**src/rtl/bcel_pkg.sv**
```systemverilog
`timescale 1ns / 1ps
`default_nettype none
package bcel_pkg;

  localparam int CFG_IDX_W = 1;
  localparam int CFG_DATA_W = 11;
  localparam logic [CFG_IDX_W-1:0] REG_INPUT_IS_LOGIT = 1'd0;
  localparam logic [CFG_IDX_W-1:0] REG_BATCH_SIZE = 1'd1;

  localparam logic [10:0] BATCH_MAX = 11'd1024;
  localparam logic [23:0] EPS_Q24 = 24'd17;
  localparam logic [23:0] ONE_M_EPS_Q24 = 24'hFFFFEF;
  localparam logic [16:0] LOG2E_Q16 = 17'd94548;
  localparam logic [15:0] LN2_Q16 = 16'd45426;

  localparam int DIV_NUM_W = 49;
  localparam int DIV_DEN_W = 33;
  localparam int DIV_CNT_W = 6;
  localparam logic [DIV_CNT_W-1:0] DIV_STEPS = 6'd49;

  typedef enum logic [4:0] {
    CMD_NONE,
    CMD_LOAD,
    CMD_EXP_MUL,
    CMD_EXP_SHIFT,
    CMD_DIV_SIG,
    CMD_SIG_TAKE,
    CMD_CLAMP,
    CMD_NORM,
    CMD_LN_MUL,
    CMD_LN_SUM,
    CMD_LOSS_A,
    CMD_LOSS_B,
    CMD_GRAD_PREP,
    CMD_GRAD_DEN,
    CMD_DIV_GRAD,
    CMD_GRAD_TAKE,
    CMD_UPDATE,
    CMD_DIV_MEAN,
    CMD_MEAN_TAKE,
    CMD_DIV_ACC,
    CMD_ACC_TAKE,
    CMD_OUT
  } cmd_t;

  typedef struct packed {
    logic norm_done;
    logic div_done;
    logic logit;
    logic batch_done;
  } status_t;

  function automatic logic [16:0] pow2_tab(input logic [4:0] idx);
    logic [16:0] v;
    case (idx)
      5'd0: v = 17'd65536;
      5'd1: v = 17'd62757;
      5'd2: v = 17'd60097;
      5'd3: v = 17'd57549;
      5'd4: v = 17'd55109;
      5'd5: v = 17'd52773;
      5'd6: v = 17'd50535;
      5'd7: v = 17'd48393;
      5'd8: v = 17'd46341;
      5'd9: v = 17'd44376;
      5'd10: v = 17'd42495;
      5'd11: v = 17'd40693;
      5'd12: v = 17'd38968;
      5'd13: v = 17'd37316;
      5'd14: v = 17'd35734;
      5'd15: v = 17'd34219;
      5'd16: v = 17'd32768;
      default: v = 17'd0;
    endcase
    return v;
  endfunction

  function automatic logic [15:0] ln_tab(input logic [4:0] idx);
    logic [15:0] v;
    case (idx)
      5'd0: v = 16'd0;
      5'd1: v = 16'd3973;
      5'd2: v = 16'd7719;
      5'd3: v = 16'd11262;
      5'd4: v = 16'd14624;
      5'd5: v = 16'd17821;
      5'd6: v = 16'd20870;
      5'd7: v = 16'd23783;
      5'd8: v = 16'd26573;
      5'd9: v = 16'd29248;
      5'd10: v = 16'd31818;
      5'd11: v = 16'd34292;
      5'd12: v = 16'd36675;
      5'd13: v = 16'd38975;
      5'd14: v = 16'd41196;
      5'd15: v = 16'd43345;
      5'd16: v = 16'd45426;
      default: v = 16'd0;
    endcase
    return v;
  endfunction

endpackage
`default_nettype wire

```
**src/rtl/bcel_ctrl.sv**
```systemverilog
`timescale 1ns / 1ps
`default_nettype none
module bcel_ctrl
  import bcel_pkg::*;
(
  input  wire logic    clk,
  input  wire logic    rst,
  input  wire logic    in_valid,
  output logic         in_ready,
  output logic         out_valid,
  input  wire logic    out_ready,
  input  wire status_t status,
  output cmd_t         cmd
);

  typedef enum logic [18:0] {
    S_IDLE      = 19'b0000000000000000001,
    S_EXP_MUL   = 19'b0000000000000000010,
    S_EXP_SHIFT = 19'b0000000000000000100,
    S_SIG_DIV   = 19'b0000000000000001000,
    S_SIG_WAIT  = 19'b0000000000000010000,
    S_CLAMP     = 19'b0000000000000100000,
    S_NORM      = 19'b0000000000001000000,
    S_LN_SUM    = 19'b0000000000010000000,
    S_LOSS      = 19'b0000000000100000000,
    S_GRAD_PREP = 19'b0000000001000000000,
    S_GRAD_DEN  = 19'b0000000010000000000,
    S_GRAD_DIV  = 19'b0000000100000000000,
    S_GRAD_WAIT = 19'b0000001000000000000,
    S_UPDATE    = 19'b0000010000000000000,
    S_MEAN_DIV  = 19'b0000100000000000000,
    S_MEAN_WAIT = 19'b0001000000000000000,
    S_ACC_DIV   = 19'b0010000000000000000,
    S_ACC_WAIT  = 19'b0100000000000000000,
    S_OUT       = 19'b1000000000000000000
  } state_t;

  state_t state, state_next;
  logic   phase, phase_next;
  logic   out_valid_next;

  always_comb begin
    state_next = state;
    phase_next = phase;
    cmd = CMD_NONE;
    in_ready = 1'b0;
    out_valid_next = out_valid && !out_ready;
    case (state)
      S_IDLE: begin
        in_ready = 1'b1;
        if (in_valid) begin
          cmd = CMD_LOAD;
          state_next = status.logit ? S_EXP_MUL : S_CLAMP;
        end
      end
      S_EXP_MUL: begin
        cmd = CMD_EXP_MUL;
        state_next = S_EXP_SHIFT;
      end
      S_EXP_SHIFT: begin
        cmd = CMD_EXP_SHIFT;
        state_next = S_SIG_DIV;
      end
      S_SIG_DIV: begin
        cmd = CMD_DIV_SIG;
        state_next = S_SIG_WAIT;
      end
      S_SIG_WAIT: begin
        if (status.div_done) begin
          cmd = CMD_SIG_TAKE;
          state_next = S_CLAMP;
        end
      end
      S_CLAMP: begin
        cmd = CMD_CLAMP;
        phase_next = 1'b0;
        state_next = S_NORM;
      end
      S_NORM: begin
        if (status.norm_done) begin
          cmd = CMD_LN_MUL;
          state_next = S_LN_SUM;
        end else begin
          cmd = CMD_NORM;
        end
      end
      S_LN_SUM: begin
        cmd = CMD_LN_SUM;
        state_next = S_LOSS;
      end
      S_LOSS: begin
        if (!phase) begin
          cmd = CMD_LOSS_A;
          phase_next = 1'b1;
          state_next = S_NORM;
        end else begin
          cmd = CMD_LOSS_B;
          state_next = status.logit ? S_GRAD_DEN : S_GRAD_PREP;
        end
      end
      S_GRAD_PREP: begin
        cmd = CMD_GRAD_PREP;
        state_next = S_GRAD_DEN;
      end
      S_GRAD_DEN: begin
        cmd = CMD_GRAD_DEN;
        state_next = S_GRAD_DIV;
      end
      S_GRAD_DIV: begin
        cmd = CMD_DIV_GRAD;
        state_next = S_GRAD_WAIT;
      end
      S_GRAD_WAIT: begin
        if (status.div_done) begin
          cmd = CMD_GRAD_TAKE;
          state_next = S_UPDATE;
        end
      end
      S_UPDATE: begin
        cmd = CMD_UPDATE;
        state_next = S_MEAN_DIV;
      end
      S_MEAN_DIV: begin
        if (status.batch_done) begin
          cmd = CMD_DIV_MEAN;
          state_next = S_MEAN_WAIT;
        end else begin
          state_next = S_OUT;
        end
      end
      S_MEAN_WAIT: begin
        if (status.div_done) begin
          cmd = CMD_MEAN_TAKE;
          state_next = S_ACC_DIV;
        end
      end
      S_ACC_DIV: begin
        cmd = CMD_DIV_ACC;
        state_next = S_ACC_WAIT;
      end
      S_ACC_WAIT: begin
        if (status.div_done) begin
          cmd = CMD_ACC_TAKE;
          state_next = S_OUT;
        end
      end
      S_OUT: begin
        if (!out_valid || out_ready) begin
          cmd = CMD_OUT;
          out_valid_next = 1'b1;
          state_next = S_IDLE;
        end
      end
      default: begin
        state_next = S_IDLE;
      end
    endcase
  end

  always_ff @(posedge clk) begin
    if (rst) begin
      state <= S_IDLE;
      phase <= 1'b0;
      out_valid <= 1'b0;
    end else begin
      state <= state_next;
      phase <= phase_next;
      out_valid <= out_valid_next;
    end
  end

endmodule
`default_nettype wire

```
**config.mk**
```make
export PLATFORM = sky130hd
export DESIGN_NAME = bcel_ctrl
export DESIGN_NICKNAME = d
export VERILOG_FILES = /design/src/rtl/bcel_pkg.sv /design/src/rtl/bcel_ctrl.sv
export SDC_FILE = /design/constraint.sdc
export NUM_CORES = 1
export LEC_CHECK = 0
export BUFFER_PORTS_ARGS = -buffer_cell sky130_fd_sc_hd__buf_4
export CAP_MARGIN = 20
export CORE_UTILIZATION = 40
export CTS_CLUSTER_SIZE = 28
export DETAILED_ROUTE_END_ITERATION = 8
export PLACE_DENSITY_LB_ADDON = 0.12
export SYNTH_ARGS = -nofsm -noshare
export SYNTH_HDL_FRONTEND = slang
export SYNTH_SLANG_ARGS = --single-unit
```
**constraint.sdc**
```tcl
create_clock -name clk -period 2.7 [get_ports clk]
set_input_delay 0.54 -clock clk [delete_from_list [all_inputs] [get_ports clk]]
set_output_delay 0.54 -clock clk [all_outputs]
set_load 0.01 [all_outputs]
```
* After elaboration in Yosys (flattened, before gate mapping)
Index checks and enable logic that the tools add are counted.
** Storage, ports and cells
- Register bits after elaboration :: 21
- Input port bits :: 8
- Output and inout bits :: 7
- Word-level logic and storage cells :: 61
** Cells by class
- Eq/ne operators :: 26
- Multiplexer cells :: 26
- Reductions and logical operators :: 6
** Operators with widths (count)
- one-hot mux 19 bit (19 select lines) :: 1
- two-way mux 19 bit :: 8
- one-hot mux 5 bit (19 select lines) :: 1
- two-way mux 11 bit :: 2
- two-way mux 5 bit :: 4
- == test 19 x 1 -> 1 bit (second input constant) :: 1
- == test 19 x 10 -> 1 bit (second input constant) :: 1
- == test 19 x 11 -> 1 bit (second input constant) :: 1
- == test 19 x 12 -> 1 bit (second input constant) :: 1
- == test 19 x 13 -> 1 bit (second input constant) :: 1
- == test 19 x 14 -> 1 bit (second input constant) :: 1
- == test 19 x 15 -> 1 bit (second input constant) :: 1
- == test 19 x 16 -> 1 bit (second input constant) :: 1
- == test 19 x 17 -> 1 bit (second input constant) :: 1
- == test 19 x 18 -> 1 bit (second input constant) :: 1
- == test 19 bit (second input constant) :: 1
- == test 19 x 2 -> 1 bit (second input constant) :: 1
- == test 19 x 3 -> 1 bit (second input constant) :: 1
- == test 19 x 4 -> 1 bit (second input constant) :: 1
- == test 19 x 5 -> 1 bit (second input constant) :: 1
- == test 19 x 6 -> 1 bit (second input constant) :: 1
- == test 19 x 7 -> 1 bit (second input constant) :: 1
- == test 19 x 8 -> 1 bit (second input constant) :: 1
- == test 19 x 9 -> 1 bit (second input constant) :: 1
- other kinds (11) :: 23

* Longest topological paths before layout
- Word-level depth :: 4
- Depth in mapped cells :: 7
- Depth with buffers taken out :: 6

* Worst setup path after synthesis
No wires, ideal clock.
- Path kind :: register to output
- Start :: register state[0]
- End :: output port cmd[1]
- Data arrival time :: 1.933 ns
- Data required time :: 2.160 ns
- Slack :: 0.227 ns
- Cell stages (with the launch flop) :: 8
- Buffers on the path :: 1
- Cells stage by stage :: dfxtp_1 buf_2 nor4_4 and3_1 nand3_1 or4b_1 nand3_1 nand4bb_1
** On the way
- Word-level cells in the longest chain between the ends :: 2
** Ends and longest elaborated chain
- from (decl) :: line bcel_ctrl.sv:38 : state_t state, state_next;
- from (signal assigned) :: line bcel_ctrl.sv:166 : state <= state_next;
- == test 19 bit, or another cell as far along :: line bcel_ctrl.sv:48 : case (state)
- one-hot mux 5 bit (19 select lines) (*) :: line bcel_ctrl.sv:48
- to (decl) :: line bcel_ctrl.sv:13 : output cmd_t cmd
Every way passes the cells marked *; elsewhere a longest branch is shown, timed or not.

* Final worst setup path
- Start :: register state[5]
- End :: output port cmd[1]
Same word-level chain as after synthesis.

==> run metrics <==
I/O pin count=15; worst skew pair latency=310 ps; Final Core Density=57.59%; Post-synth top flop=dfxtp_1; sequential area share after synthesis=29.89%; H-tree Lvls=1; Hold Buf Count CTS=0; cell count after synthesis=178; Mean Syn Cell Area=7.901 sq um; worst r2r src=state[12]; Root Buffer=clkbuf_4; Final #Nets=233; leakage power=0.8671 nW; Crit path required time=2160 ps; RR Endpoint=state[14]; FF+latch count, synth=21; most frequent cells in the layout=buf_4, nor2_1, dfxtp_2; largest net degree at the start of global routing=12; kind of critical path=reg2out; DR DRC count=0; FF-to-FF path depth=9; Mapped Area=0.001406 sq mm; Die Area=0.003757 sq mm; Worst Path Max Fanout=6; pwr/cell area=404.8 mW/mm^2; CTS tree=built; chip width=61.30 um; share of cells above drive strength 1=40.18%; vias in the first global route=1602; pre-CTS WS=47.66 ps; clock slew at reported path FFs=120 ps; global-route wire length before repair=7320 um; Via Count=1619; Initial DRC Count=160; Post-synth EDFFs=0; wirelength, routed=4759 um; die height=61.30 um; fin crit share=110.6%; Overflow after GRT=0; CP Capture Type=primary output; crit start category=flop; Yosys cell types=50; Synth Net Count=186; antenna viol nets, final=0; Tot GR Track Use=27.35%; global placer's final weighted congestion=1.023; routed length per instance=17.63 um; clk_skew=1.930 ps; # port buffers=14; Diodes inserted=0; Min-Delay Path Class=in2reg; Core ar.=0.003363 sq mm; drt pass-1 iters=4; hold-critical path depth=2; DR vias/cell=5.996; post-DP HPWL=3531 um; Max Cap Viol=0; final setup margin=-285.6 ps; FMAX=0.3349 GHz; Worst Hold End=state[9]; final slew viol count=0; Setup Viol. Count Final=4; fin crit period=2986 ps; WP data arrival=2450 ps; # fillers=337; run status=finished with violations; area grow syn2layout=37.72%; warnings from Yosys=0; clock tree buffer depth=2; Final Hold Fails=0; Hold Path Origin=status[1]; cell row count=21; Worst R2R Setup Slack=310 ps; setup tns final=-767.2 ps; initial antenna violation count=0; RSZ-0062 raised after global routing=yes; most common cell after layout, fill and taps aside=buf_4; relative slew slack=64.86%; CTS buffer count=3; failing checks=negative setup slack; clk sinks=21; IR Drop Worst-Case VDD=0.2360 mV; Starting Density=41.82%; slew at the pin with the worst max-slew slack=523.1 ps; fraction of registers with async set/reset=0%
-- critical path, stage by stage, from the launching register on --
cell and delay (ps):
dfxtp_4 380, nor4_4 430, and3_4 280, nand3_2 90, buf_4 170, nor3b_1 420
nand4bb_1 220, buf_4 140
-- where the power goes --
part           total, mW  internal (mW)  leakage [nW]  switching [mW]
clock network      0.159         0.0579        0.0150           0.101
registers          0.328          0.319         0.176         0.00875
logic              0.297          0.147         0.676           0.150
total              0.784          0.524         0.867           0.260
-- registers in the layout, indices dropped and copies added, names as in the netlist --
name       count
out_valid      1
phase          1
state         19
-- cell families (layout without fill, tap and decap cells) --
family	Yosys count	in the layout	synth area share, %
AOI/OAI and AO/OA	34	34	15.57
muxes	1	1	0.7118
xor gates and xnor gates	5	5	3.114
buffers and inverters	12	58	4.181
DFF	21	21	29.89
and+or+nand+nor	105	105	46.53
-- per-stage QoR --
stage                     hold WS [ps]  cells  area [sq um]  total power, mW
after CTS                        409.9    268          1879           0.7656
after global routing             417.8    270          1937           0.8261
final                            408.5    270          1937           0.7840
after global placement           501.2    261          1747           0.5849
after detailed placement         503.6    261          1747           0.5838
after floorplan                  460.6    178          1406           0.4719
-- worst max-delay path by stage --
stage | startpoint | endpoint | slack (ps) | cells after the start
2_1_floorplan | state[0] | cmd[1] | 230 | 7
3_3_place_gp | state[10] | cmd[0] | 50 | 7
3_5_place_dp | state[12] | cmd[0] | 50 | 8
4_1_cts | state[3] | cmd[1] | -190 | 7
5_1_grt | state[15] | cmd[1] | -290 | 7
6_report | state[5] | cmd[1] | -290 | 7
-- cell type report --
| class | instances | area, sq um | area share, % |
|---|---|---|---|
| Timing Repair Buffer | 47 | 364.1 | 18.80 |
| Multi-Input combinational cell | 145 | 1022 | 52.78 |
| Inverter | 7 | 26.28 | 1.357 |
| Clock buffer | 4 | 26.28 | 1.357 |
| Tap cell | 46 | 57.56 | 2.972 |
| Sequential cell | 21 | 440.4 | 22.74 |
-- cells in the mapped netlist, drive strengths merged (3+ instances only) --
cell type | count | share of area [%]
or2 | 3 | 1.3
or4 | 4 | 2.4
a21oi | 11 | 3.9
nand4 | 6 | 2.7
or3 | 5 | 2.2
inv | 7 | 1.9
buf | 4 | 2.0
o21ai | 7 | 2.5
nand3 | 11 | 4.3
dfxtp | 21 | 30
a211o | 3 | 1.9
nor3 | 12 | 5.0
nor2 | 20 | 5.3
nand2 | 9 | 2.4
nor2b | 6 | 2.7
and3 | 3 | 1.3
nand3b | 4 | 2.1
nand2b | 7 | 3.1
xor2 | 4 | 2.5
nor4 | 7 | 6.3
-- routing by layer --
layer	GRT usage [%]	part of all wire, %	vias to the layer above
met1	34.74	43	779
met2	45.19	49	79
met4	12.34	1.4	0
met5	0	0	-
met3	4.832	6.5	7
li1	-	-	754
-- what timing repair did --
item | CTS | global route
gates cloned | 0 | 0
pin swaps | 8 | 6
resized for setup | 25 | 11
setup endpoints to repair | 5 | 5
buffers inserted | 3 | 2
Power figures use the tool's default switching activity.
